$ cat src/rtl/core/rv32sd_pkg.sv
// ----------------------------------------------------------------------------
// rv32sd_pkg
// Shared types and encodings for the rv32 subset instruction decoder.
// ----------------------------------------------------------------------------
package rv32sd_pkg;

    localparam int unsigned XLEN       = 32;
    localparam int unsigned PROG_WIDTH = 31;
    localparam int unsigned REG_WIDTH  = 5;
    localparam int unsigned OP_WIDTH   = 6;
    localparam int unsigned ST_WIDTH   = 2;

    localparam logic [PROG_WIDTH-1:0] PROG_WORDS_RESET = '0;

    // major opcodes
    localparam logic [6:0] OPC_REG    = 7'b0110011;
    localparam logic [6:0] OPC_FP     = 7'b1010011;
    localparam logic [6:0] OPC_STORE  = 7'b0100011;
    localparam logic [6:0] OPC_FSTORE = 7'b0100111;
    localparam logic [6:0] OPC_BRANCH = 7'b1100011;
    localparam logic [6:0] OPC_LUI    = 7'b0110111;
    localparam logic [6:0] OPC_JAL    = 7'b1101111;
    localparam logic [6:0] OPC_INB    = 7'b0000010;
    localparam logic [6:0] OPC_OUTB   = 7'b0000110;
    localparam logic [6:0] OPC_IMM    = 7'b0010011;
    localparam logic [6:0] OPC_LOAD   = 7'b0000011;
    localparam logic [6:0] OPC_FLOAD  = 7'b0000111;
    localparam logic [6:0] OPC_JALR   = 7'b1100111;

    // funct7 codes
    localparam logic [6:0] F7_ZERO  = 7'h00;
    localparam logic [6:0] F7_ALT   = 7'h20;
    localparam logic [6:0] F7_FADD  = 7'h00;
    localparam logic [6:0] F7_FSUB  = 7'h04;
    localparam logic [6:0] F7_FMUL  = 7'h08;
    localparam logic [6:0] F7_FDIV  = 7'h0c;
    localparam logic [6:0] F7_FSQRT = 7'h2c;
    localparam logic [6:0] F7_FSGNJ = 7'h10;
    localparam logic [6:0] F7_FCVTW = 7'h60;
    localparam logic [6:0] F7_FCMP  = 7'h50;
    localparam logic [6:0] F7_FCVTS = 7'h68;
    localparam logic [6:0] F7_FMVSX = 7'h78;

    // funct3 codes
    localparam logic [2:0] F3_ZERO = 3'd0;
    localparam logic [2:0] F3_ONE  = 3'd1;
    localparam logic [2:0] F3_TWO  = 3'd2;
    localparam logic [2:0] F3_FOUR = 3'd4;
    localparam logic [2:0] F3_FIVE = 3'd5;
    localparam logic [2:0] F3_SIX  = 3'd6;

    typedef enum logic [OP_WIDTH-1:0] {
        OP_ADD    = 6'd0,
        OP_SUB    = 6'd1,
        OP_OR     = 6'd2,
        OP_FADD   = 6'd3,
        OP_FSUB   = 6'd4,
        OP_FMUL   = 6'd5,
        OP_FDIV   = 6'd6,
        OP_FSQRT  = 6'd7,
        OP_FSGNJ  = 6'd8,
        OP_FSGNJN = 6'd9,
        OP_FSGNJX = 6'd10,
        OP_FCVTWS = 6'd11,
        OP_FEQ    = 6'd12,
        OP_FLE    = 6'd13,
        OP_FCVTSW = 6'd14,
        OP_FMVSX  = 6'd15,
        OP_SW     = 6'd16,
        OP_FSW    = 6'd17,
        OP_BEQ    = 6'd18,
        OP_BNE    = 6'd19,
        OP_BLT    = 6'd20,
        OP_BGE    = 6'd21,
        OP_LUI    = 6'd22,
        OP_JAL    = 6'd23,
        OP_HALT   = 6'd24,
        OP_INB    = 6'd25,
        OP_OUTB   = 6'd26,
        OP_ADDI   = 6'd27,
        OP_SLLI   = 6'd28,
        OP_SRAI   = 6'd29,
        OP_LW     = 6'd30,
        OP_FLW    = 6'd31,
        OP_JALR   = 6'd32
    } op_t;

    typedef enum logic [ST_WIDTH-1:0] {
        ST_OK      = 2'd0,
        ST_RANGE   = 2'd1,
        ST_INVALID = 2'd2
    } status_t;

    typedef enum logic [2:0] {
        IMM_NONE  = 3'd0,
        IMM_I     = 3'd1,
        IMM_S     = 3'd2,
        IMM_B     = 3'd3,
        IMM_U     = 3'd4,
        IMM_J     = 3'd5,
        IMM_SHAMT = 3'd6
    } imm_fmt_t;

    // after the range check
    typedef struct packed {
        logic             out_of_range;
        logic [XLEN-1:0]  word;
    } range_item_t;

    // after the operation decode
    typedef struct packed {
        logic             out_of_range;
        logic             bad;
        op_t              op;
        imm_fmt_t         fmt;
        logic [XLEN-1:0]  word;
    } op_item_t;

    // final result
    typedef struct packed {
        status_t              status;
        logic [XLEN-1:0]      immediate;
        logic [REG_WIDTH-1:0] src2_reg;
        logic [REG_WIDTH-1:0] src1_reg;
        logic [REG_WIDTH-1:0] dest_reg;
        op_t                  operation;
    } result_t;

    localparam int unsigned IN_TDATA_WIDTH  = 2 * XLEN;
    localparam int unsigned OUT_TDATA_WIDTH = ((($bits(result_t)) + 7) / 8) * 8;

endpackage

$ cat src/rtl/core/rv32sd_range_stage.sv
// ----------------------------------------------------------------------------
// rv32sd_range_stage
// First pipeline stage: compares the word index of pc against the program size.
// ----------------------------------------------------------------------------
module rv32sd_range_stage (
    input  logic                                 aclk,
    input  logic                                 aresetn,
    input  logic [rv32sd_pkg::PROG_WIDTH-1:0]    program_words,
    input  logic                                 in_valid,
    output logic                                 in_ready,
    input  logic [rv32sd_pkg::XLEN-1:0]          in_pc,
    input  logic [rv32sd_pkg::XLEN-1:0]          in_word,
    output logic                                 out_valid,
    input  logic                                 out_ready,
    output rv32sd_pkg::range_item_t              out_item
);

    logic                    valid_reg;
    rv32sd_pkg::range_item_t item_reg;
    rv32sd_pkg::range_item_t item_next;

    assign in_ready = !valid_reg || out_ready;

    always_comb begin
        item_next.word         = in_word;
        item_next.out_of_range = ({1'b0, in_pc[rv32sd_pkg::XLEN-1:2]} >= program_words);
    end

    always_ff @(posedge aclk) begin
        if (!aresetn) begin
            valid_reg <= 1'b0;
        end else if (in_ready) begin
            valid_reg <= in_valid;
        end
    end

    always_ff @(posedge aclk) begin
        if (in_ready && in_valid) begin
            item_reg <= item_next;
        end
    end

    assign out_valid = valid_reg;
    assign out_item  = item_reg;

endmodule

$ cat src/rtl/core/rv32sd_op_stage.sv
// ----------------------------------------------------------------------------
// rv32sd_op_stage
// Second pipeline stage: matches opcode, funct3 and funct7 to an operation and
// picks the immediate format.
// ----------------------------------------------------------------------------
module rv32sd_op_stage (
    input  logic                       aclk,
    input  logic                       aresetn,
    input  logic                       in_valid,
    output logic                       in_ready,
    input  rv32sd_pkg::range_item_t    in_item,
    output logic                       out_valid,
    input  logic                       out_ready,
    output rv32sd_pkg::op_item_t       out_item
);

    logic                 valid_reg;
    rv32sd_pkg::op_item_t item_reg;
    rv32sd_pkg::op_item_t item_next;

    logic [6:0] opc;
    logic [4:0] rd;
    logic [2:0] f3;
    logic [4:0] rs1;
    logic [4:0] rs2;
    logic [6:0] f7;

    assign in_ready = !valid_reg || out_ready;

    assign opc = in_item.word[6:0];
    assign rd  = in_item.word[11:7];
    assign f3  = in_item.word[14:12];
    assign rs1 = in_item.word[19:15];
    assign rs2 = in_item.word[24:20];
    assign f7  = in_item.word[31:25];

    always_comb begin
        item_next.out_of_range = in_item.out_of_range;
        item_next.word         = in_item.word;
        item_next.bad          = 1'b0;
        item_next.op           = rv32sd_pkg::OP_ADD;
        item_next.fmt          = rv32sd_pkg::IMM_NONE;
        priority if (opc == rv32sd_pkg::OPC_REG) begin
            priority if (f3 == rv32sd_pkg::F3_ZERO && f7 == rv32sd_pkg::F7_ZERO)
                item_next.op = rv32sd_pkg::OP_ADD;
            else if (f3 == rv32sd_pkg::F3_ZERO && f7 == rv32sd_pkg::F7_ALT)
                item_next.op = rv32sd_pkg::OP_SUB;
            else if (f3 == rv32sd_pkg::F3_SIX && f7 == rv32sd_pkg::F7_ZERO)
                item_next.op = rv32sd_pkg::OP_OR;
            else
                item_next.bad = 1'b1;
        end else if (opc == rv32sd_pkg::OPC_FP) begin
            priority if (f7 == rv32sd_pkg::F7_FADD && f3 == rv32sd_pkg::F3_ZERO)
                item_next.op = rv32sd_pkg::OP_FADD;
            else if (f7 == rv32sd_pkg::F7_FSUB && f3 == rv32sd_pkg::F3_ZERO)
                item_next.op = rv32sd_pkg::OP_FSUB;
            else if (f7 == rv32sd_pkg::F7_FMUL && f3 == rv32sd_pkg::F3_ZERO)
                item_next.op = rv32sd_pkg::OP_FMUL;
            else if (f7 == rv32sd_pkg::F7_FDIV && f3 == rv32sd_pkg::F3_ZERO)
                item_next.op = rv32sd_pkg::OP_FDIV;
            else if (f7 == rv32sd_pkg::F7_FSQRT && f3 == rv32sd_pkg::F3_ZERO && rs2 == '0)
                item_next.op = rv32sd_pkg::OP_FSQRT;
            else if (f7 == rv32sd_pkg::F7_FSGNJ && f3 == rv32sd_pkg::F3_ZERO)
                item_next.op = rv32sd_pkg::OP_FSGNJ;
            else if (f7 == rv32sd_pkg::F7_FSGNJ && f3 == rv32sd_pkg::F3_ONE)
                item_next.op = rv32sd_pkg::OP_FSGNJN;
            else if (f7 == rv32sd_pkg::F7_FSGNJ && f3 == rv32sd_pkg::F3_TWO)
                item_next.op = rv32sd_pkg::OP_FSGNJX;
            else if (f7 == rv32sd_pkg::F7_FCVTW && f3 == rv32sd_pkg::F3_ZERO && rs2 == '0)
                item_next.op = rv32sd_pkg::OP_FCVTWS;
            else if (f7 == rv32sd_pkg::F7_FCMP && f3 == rv32sd_pkg::F3_TWO)
                item_next.op = rv32sd_pkg::OP_FEQ;
            else if (f7 == rv32sd_pkg::F7_FCMP && f3 == rv32sd_pkg::F3_ZERO)
                item_next.op = rv32sd_pkg::OP_FLE;
            else if (f7 == rv32sd_pkg::F7_FCVTS && f3 == rv32sd_pkg::F3_ZERO && rs2 == '0)
                item_next.op = rv32sd_pkg::OP_FCVTSW;
            else if (f7 == rv32sd_pkg::F7_FMVSX && f3 == rv32sd_pkg::F3_ZERO && rs2 == '0)
                item_next.op = rv32sd_pkg::OP_FMVSX;
            else
                item_next.bad = 1'b1;
        end else if (opc == rv32sd_pkg::OPC_STORE || opc == rv32sd_pkg::OPC_FSTORE) begin
            item_next.fmt = rv32sd_pkg::IMM_S;
            if (f3 == rv32sd_pkg::F3_TWO) begin
                item_next.op = (opc == rv32sd_pkg::OPC_STORE) ? rv32sd_pkg::OP_SW
                                                              : rv32sd_pkg::OP_FSW;
            end else begin
                item_next.bad = 1'b1;
            end
        end else if (opc == rv32sd_pkg::OPC_BRANCH) begin
            item_next.fmt = rv32sd_pkg::IMM_B;
            priority if (f3 == rv32sd_pkg::F3_ZERO)
                item_next.op = rv32sd_pkg::OP_BEQ;
            else if (f3 == rv32sd_pkg::F3_ONE)
                item_next.op = rv32sd_pkg::OP_BNE;
            else if (f3 == rv32sd_pkg::F3_FOUR)
                item_next.op = rv32sd_pkg::OP_BLT;
            else if (f3 == rv32sd_pkg::F3_FIVE)
                item_next.op = rv32sd_pkg::OP_BGE;
            else
                item_next.bad = 1'b1;
        end else if (opc == rv32sd_pkg::OPC_LUI) begin
            item_next.op  = rv32sd_pkg::OP_LUI;
            item_next.fmt = rv32sd_pkg::IMM_U;
        end else if (opc == rv32sd_pkg::OPC_JAL) begin
            item_next.op  = rv32sd_pkg::OP_JAL;
            item_next.fmt = rv32sd_pkg::IMM_J;
        end else if (in_item.word == '0) begin
            item_next.op = rv32sd_pkg::OP_HALT;
        end else if (opc == rv32sd_pkg::OPC_INB && f7 == '0 && rs2 == '0 && rs1 == '0
                     && f3 == rv32sd_pkg::F3_ZERO) begin
            item_next.op = rv32sd_pkg::OP_INB;
        end else if (opc == rv32sd_pkg::OPC_OUTB && f7 == '0 && rs1 == '0
                     && f3 == rv32sd_pkg::F3_ZERO && rd == '0) begin
            item_next.op = rv32sd_pkg::OP_OUTB;
        end else if (opc == rv32sd_pkg::OPC_IMM && f3 == rv32sd_pkg::F3_ZERO) begin
            item_next.op  = rv32sd_pkg::OP_ADDI;
            item_next.fmt = rv32sd_pkg::IMM_I;
        end else if (opc == rv32sd_pkg::OPC_IMM && f3 == rv32sd_pkg::F3_ONE
                     && f7 == rv32sd_pkg::F7_ZERO) begin
            item_next.op  = rv32sd_pkg::OP_SLLI;
            item_next.fmt = rv32sd_pkg::IMM_SHAMT;
        end else if (opc == rv32sd_pkg::OPC_IMM && f3 == rv32sd_pkg::F3_FIVE
                     && f7 == rv32sd_pkg::F7_ALT) begin
            item_next.op  = rv32sd_pkg::OP_SRAI;
            item_next.fmt = rv32sd_pkg::IMM_SHAMT;
        end else if (opc == rv32sd_pkg::OPC_LOAD && f3 == rv32sd_pkg::F3_TWO) begin
            item_next.op  = rv32sd_pkg::OP_LW;
            item_next.fmt = rv32sd_pkg::IMM_I;
        end else if (opc == rv32sd_pkg::OPC_FLOAD && f3 == rv32sd_pkg::F3_TWO) begin
            item_next.op  = rv32sd_pkg::OP_FLW;
            item_next.fmt = rv32sd_pkg::IMM_I;
        end else if (opc == rv32sd_pkg::OPC_JALR && f3 == rv32sd_pkg::F3_ZERO) begin
            item_next.op  = rv32sd_pkg::OP_JALR;
            item_next.fmt = rv32sd_pkg::IMM_I;
        end else begin
            item_next.bad = 1'b1;
        end
    end

    always_ff @(posedge aclk) begin
        if (!aresetn) begin
            valid_reg <= 1'b0;
        end else if (in_ready) begin
            valid_reg <= in_valid;
        end
    end

    always_ff @(posedge aclk) begin
        if (in_ready && in_valid) begin
            item_reg <= item_next;
        end
    end

    assign out_valid = valid_reg;
    assign out_item  = item_reg;

endmodule

$ cat src/rtl/core/rv32sd_result_stage.sv
// ----------------------------------------------------------------------------
// rv32sd_result_stage
// Third pipeline stage: builds the immediate, applies the status and holds the
// result for the output channel.
// ----------------------------------------------------------------------------
module rv32sd_result_stage (
    input  logic                    aclk,
    input  logic                    aresetn,
    input  logic                    in_valid,
    output logic                    in_ready,
    input  rv32sd_pkg::op_item_t    in_item,
    output logic                    out_valid,
    input  logic                    out_ready,
    output rv32sd_pkg::result_t     out_result
);

    logic                          valid_reg;
    rv32sd_pkg::result_t           result_reg;
    rv32sd_pkg::result_t           result_next;
    logic [rv32sd_pkg::XLEN-1:0]   w;
    logic [rv32sd_pkg::XLEN-1:0]   imm;

    assign in_ready = !valid_reg || out_ready;
    assign w        = in_item.word;

    always_comb begin
        unique case (in_item.fmt)
            rv32sd_pkg::IMM_I:     imm = {{20{w[31]}}, w[31:20]};
            rv32sd_pkg::IMM_S:     imm = {{20{w[31]}}, w[31:25], w[11:7]};
            rv32sd_pkg::IMM_B:     imm = {{19{w[31]}}, w[31], w[7], w[30:25], w[11:8], 1'b0};
            rv32sd_pkg::IMM_U:     imm = {w[31:12], 12'b0};
            rv32sd_pkg::IMM_J:     imm = {{11{w[31]}}, w[31], w[19:12], w[20], w[30:21], 1'b0};
            rv32sd_pkg::IMM_SHAMT: imm = {27'b0, w[24:20]};
            rv32sd_pkg::IMM_NONE:  imm = '0;
            default:               imm = '0;
        endcase
    end

    always_comb begin
        result_next.dest_reg  = w[11:7];
        result_next.src1_reg  = w[19:15];
        result_next.src2_reg  = w[24:20];
        result_next.operation = in_item.op;
        result_next.immediate = imm;
        priority if (in_item.out_of_range) begin
            result_next.dest_reg  = '0;
            result_next.src1_reg  = '0;
            result_next.src2_reg  = '0;
            result_next.operation = rv32sd_pkg::OP_ADD;
            result_next.immediate = '0;
            result_next.status    = rv32sd_pkg::ST_RANGE;
        end else if (in_item.bad) begin
            result_next.operation = rv32sd_pkg::OP_ADD;
            result_next.immediate = '0;
            result_next.status    = rv32sd_pkg::ST_INVALID;
        end else begin
            result_next.status    = rv32sd_pkg::ST_OK;
        end
    end

    always_ff @(posedge aclk) begin
        if (!aresetn) begin
            valid_reg <= 1'b0;
        end else if (in_ready) begin
            valid_reg <= in_valid;
        end
    end

    always_ff @(posedge aclk) begin
        if (in_ready && in_valid) begin
            result_reg <= result_next;
        end
    end

    assign out_valid  = valid_reg;
    assign out_result = result_reg;

endmodule

$ cat src/rtl/core/rv32_subset_instruction_decoder.sv
// ----------------------------------------------------------------------------
// rv32_subset_instruction_decoder
// Decodes a fixed RV32I/F subset plus inb, outb and halt into an operation,
// register fields, an immediate and a status.
// ----------------------------------------------------------------------------
// Takes one transfer per cycle while m_tready is high and returns one result per
// input transfer, through one register stage each for the pc range check, the
// operation decode and the immediate and status build. Holding m_tready low
// fills the three stages, after which s_tready drops; nothing is lost or repeated.
// cfg_wr_data sets the number of loaded instruction words; a pc whose word
// index is at or above it is reported as out of range.
module rv32_subset_instruction_decoder (
    input  logic                                       aclk,
    input  logic                                       aresetn,
    // configuration
    input  logic                                       cfg_wr_en,
    input  logic [rv32sd_pkg::PROG_WIDTH-1:0]          cfg_wr_data,   // program_words
    // input channel
    input  logic                                       s_tvalid,
    output logic                                       s_tready,
    input  logic [rv32sd_pkg::IN_TDATA_WIDTH-1:0]      s_tdata,       // pc, instruction_word
    // result channel
    output logic                                       m_tvalid,
    input  logic                                       m_tready,
    // operation, dest_reg, src1_reg, src2_reg, immediate, status, zero pad
    output logic [rv32sd_pkg::OUT_TDATA_WIDTH-1:0]     m_tdata
);

    logic [rv32sd_pkg::PROG_WIDTH-1:0] program_words_reg;

    logic                    range_valid;
    logic                    range_ready;
    rv32sd_pkg::range_item_t range_item;
    logic                    op_valid;
    logic                    op_ready;
    rv32sd_pkg::op_item_t    op_item;
    rv32sd_pkg::result_t     result;

    always_ff @(posedge aclk) begin
        if (!aresetn) begin
            program_words_reg <= rv32sd_pkg::PROG_WORDS_RESET;
        end else if (cfg_wr_en) begin
            program_words_reg <= cfg_wr_data;
        end
    end

    rv32sd_range_stage u_range (
        .aclk          (aclk),
        .aresetn       (aresetn),
        .program_words (program_words_reg),
        .in_valid      (s_tvalid),
        .in_ready      (s_tready),
        .in_pc         (s_tdata[rv32sd_pkg::XLEN-1:0]),
        .in_word       (s_tdata[2*rv32sd_pkg::XLEN-1:rv32sd_pkg::XLEN]),
        .out_valid     (range_valid),
        .out_ready     (range_ready),
        .out_item      (range_item)
    );

    rv32sd_op_stage u_op (
        .aclk      (aclk),
        .aresetn   (aresetn),
        .in_valid  (range_valid),
        .in_ready  (range_ready),
        .in_item   (range_item),
        .out_valid (op_valid),
        .out_ready (op_ready),
        .out_item  (op_item)
    );

    rv32sd_result_stage u_result (
        .aclk       (aclk),
        .aresetn    (aresetn),
        .in_valid   (op_valid),
        .in_ready   (op_ready),
        .in_item    (op_item),
        .out_valid  (m_tvalid),
        .out_ready  (m_tready),
        .out_result (result)
    );

    assign m_tdata = {{(rv32sd_pkg::OUT_TDATA_WIDTH - $bits(rv32sd_pkg::result_t)){1'b0}},
                      result};

endmodule

$ cat config.mk
export PLATFORM = sky130hd
export DESIGN_NAME = rv32_subset_instruction_decoder
export DESIGN_NICKNAME = d
export VERILOG_FILES = /design/src/rtl/core/rv32sd_pkg.sv /design/src/rtl/core/rv32sd_range_stage.sv /design/src/rtl/core/rv32sd_op_stage.sv /design/src/rtl/core/rv32sd_result_stage.sv /design/src/rtl/core/rv32_subset_instruction_decoder.sv
export SDC_FILE = /design/constraint.sdc
export NUM_CORES = 1
export LEC_CHECK = 0
export ABC_CLOCK_PERIOD_IN_PS = 8700
export BUFFER_PORTS_ARGS = -buffer_cell sky130_fd_sc_hd__buf_2
export CORE_MARGIN = 10
export CORE_UTILIZATION = 34
export DETAILED_ROUTE_END_ITERATION = 10
export HOLD_SLACK_MARGIN = 0.15
export PLACE_DENSITY = 0.66
export SYNTH_ARGS = -nofsm -noshare
export SYNTH_HDL_FRONTEND = slang
export SYNTH_SLANG_ARGS = --single-unit
$ cat constraint.sdc
create_clock -name aclk -period 8.7 [get_ports aclk]
set_input_delay 0.435 -clock aclk [delete_from_list [all_inputs] [get_ports aclk]]
set_output_delay 0.435 -clock aclk [all_outputs]
set_load 0.1 [all_outputs]
==> metrics.cfg <==
[outcome]
status = finished clean

[run]
maxCapViolations = 0

[detailed_routing]
wire_per_inst_um = 16.8
drc = 0
ant_nets = 0
viasPerCell = 4.86
dr_total_vias = 5132
drt_wl_total_um = 17700
firstDrtPassIters = 5
drt_iter0_drc = 259

[synth]
ys_seq_area_share_pct = 59.2
yosys.area.top_type = edfxtp_1
synth-seq-cells = 158
syn-num-nets = 740
syn_avg_cell_area_um2 = 12.2
synthArstFlopShare_pct = 0
synth_most_common_cell = edfxtp_1
synth_cells = 610
syn_area_um2 = 7440
synth_cell_types = 78
synth_top_area_share_pct = 50.0
synthFlopType = edfxtp_1
yosys_warnings = 0
synth_common_cells = edfxtp_1, nor2b_1, nand2_1
synth_edf_count = 124
netlist_top_cells_area = edfxtp_1, dfxtp_1, ha_1, nor2b_1, mux2i_1

[place]
dp_hpwl_um = 13300
place_ws_ns = 6.17
portBuffers = 154
placed_cells = 1020
gp_congestion = 0.857

[timing]
rsz0062_at_grt = no
tightest_slew_ns = 1.14
finalMaxSlewViolations = 0
finClkSkew_ns = 0.00793
hold_viol = 0
layout_setup_ws_ns = 6.16
finalSetupViolCount = 0
finalSetupTns_ns = 0
max_slew_margin_pct = 23.7
holdWs_ns = 0.184
fin_crit_ns = 2.54
period_share_pct = 29.2
fmax_ghz = 0.393

[power]
intPower_mw = 1.31
power_density_nw_per_um2 = 203
p_comb_share_pct = 11.6
static-leakage-power_nw = 3.41
swShare_pct = 28.9
p_seq_share_pct = 48.2
p_sw_mw = 0.535
clockPowerShare_pct = 40.1
ir_worst_vdd_mv = 0.128

[critical_path]
rr_worst_depth = 5
crit_path_top_delay_cell = edfxtp_1
cp-end-kind = flip-flop
reg2reg_from = u_range.out_item[14]$_DFFE_PP_
crit_path_cell_trace = or3_1, nor2_1, a32oi_1, a311oi_1, or4_1
worstSetupPathType = flip-flop to flip-flop
crit_required_ns = 8.86
rr_endpoint = u_op.out_item[35]$_DFFE_PP_
critPathLaunchType = flip-flop
rrSetupSlack_ns = 6.16
crit_path_start = u_range.out_item[14]$_DFFE_PP_
cp_data_arrival_time_ns = 2.70
critPathMaxStageDelay_ns = 0.61
path_max_fanout = 12

[finish]
largest_register_ffs = 55
finalNonFillerCells = 1056
num-fill-cells = 2063
area_delta_synth_final_pct = 22.2
drive_gt1_share_pct = 26.8
final_nets = 889

[grt]
grt_max_degree = 56
grt_overflow_total = 0
grt_usage_pct = 12.4
grt_pass1_wl_um = 27800
antenna_found_initial = 6
grt_pass1_vias = 5093

[clock_tree]
cts_resized = 0
insertion_delay_ns = 0.42
cts.path.max_buffers = 2
numCtsBuffers = 17
cts_setup_buffers = 0
cts_root_buf = clkbuf_16
tritoncts = built
cts-htree-levels = 4
clk_pin_slew_ns = 0.07
hold_buffers = 0
clock_sinks = 158

[floorplanning]
io_pins = 158
initial_core_util_pct = 34.3
chipWidth_um = 168
core-area_um2 = 21700
die_area_um2 = 28200
rows = 54
fp.dieH_um = 168

[hold_path]
whs_path_depth = 1
min_from = s_tdata[32]
hp-class = primary input to flip-flop
holdPathEnd = u_range.out_item[0]$_DFFE_PP_

worst max path at each step:
stage	to	cells past startpoint	slack (ns)
2_1_floorplan	u_op.out_item[10]$_DFFE_PP_	2	4.57
3_3_place_gp	u_op.out_item[35]$_DFFE_PP_	5	6.12
3_5_place_dp	u_op.out_item[35]$_DFFE_PP_	5	6.17
4_1_cts	u_op.out_item[35]$_DFFE_PP_	5	6.16
5_1_grt	u_op.out_item[35]$_DFFE_PP_	5	5.99
6_report	u_op.out_item[35]$_DFFE_PP_	5	6.16
power groups by stage:
| stage | combinational (mW) | clock [mW] | sequential (mW) |
|---|---|---|---|
| final | 0.215 | 0.742 | 0.892 |
| after global routing | 0.235 | 0.793 | 0.899 |
| after CTS | 0.217 | 0.761 | 0.892 |
| after detailed placement | 0.217 | 0 | 0.909 |
| after global placement | 0.214 | 0 | 0.908 |
| after floorplan | 0.102 | 0 | 0.960 |
area by class of cell:
type / count / area [µm²] / area share [%]
diodes: 4 / 10.0 / 0.110
flip-flops and latches: 158 / 4400 / 48.4
repair buffers: 156 / 786 / 8.64
multi-input cells: 389 / 2810 / 30.9
clock buffers: 17 / 425 / 4.68
well taps: 280 / 350 / 3.85
clock inverters: 15 / 173 / 1.90
inverters: 37 / 139 / 1.53
cells in the final DEF (no fill, tap or decap), types with 7 or more instances in the layout:
| cell | synthesis | layout |
|---|---|---|
| o21ai_0 | 7 | 7 |
| dfxtp_1 | 34 | 34 |
| edfxtp_1 | 124 | 124 |
| a21oi_1 | 34 | 34 |
| nor2_1 | 26 | 26 |
| ha_1 | 30 | 30 |
| nand3_1 | 12 | 12 |
| inv_1 | 36 | 36 |
| nor2b_1 | 55 | 54 |
| nand2_1 | 38 | 38 |
| and2_1 | 15 | 15 |
| or3_1 | 7 | 7 |
| buf_2 | 7 | 154 |
| clkbuf_16 | 0 | 17 |
| nor3_1 | 13 | 13 |
| mux2i_1 | 32 | 32 |
critical path: cells and delay by family, from the launching register on:
| kind | cells | cell delay [ns] |
|---|---|---|
| flops | 1 | 0.61 |
| compound gates | 2 | 0.42 |
| simple gates | 3 | 1.24 |
routing by layer:
layer  up-vias  GRT usage [%]  wire length, µm
li1       2566              -                -
met1      2381           15.1             7700
met2       163           19.3             8230
met3        16           5.42             1550
met4         6           3.75              174
met5         -              0               41
stage by stage:
stage	power [mW]	cell area, µm²	utilization (%)
after floorplan	1.06	7440	-
after global placement	1.12	8490	39.1
after detailed placement	1.13	8490	39.1
after CTS	1.87	9080	41.9
after global routing	1.93	9080	41.9
final	1.85	9090	41.9
cell families (layout without fill, tap and decap cells):
| logic type | count (synthesis) | count (layout) | synth area share, % |
|---|---|---|---|
| AOI/OAI and AO/OA | 100 | 100 | 9.21 |
| xor gates and xnor gates | 1 | 1 | 0.118 |
| buffers and inverters | 63 | 225 | 3.60 |
| other | 1 | 5 | 0.0504 |
| DFF | 158 | 158 | 59.2 |
| adders and majority gates | 30 | 30 | 5.04 |
| and+or+nand+nor | 224 | 224 | 18.4 |
| muxes | 33 | 33 | 4.45 |
No activity file was read; power rests on OpenSTA's default activity.
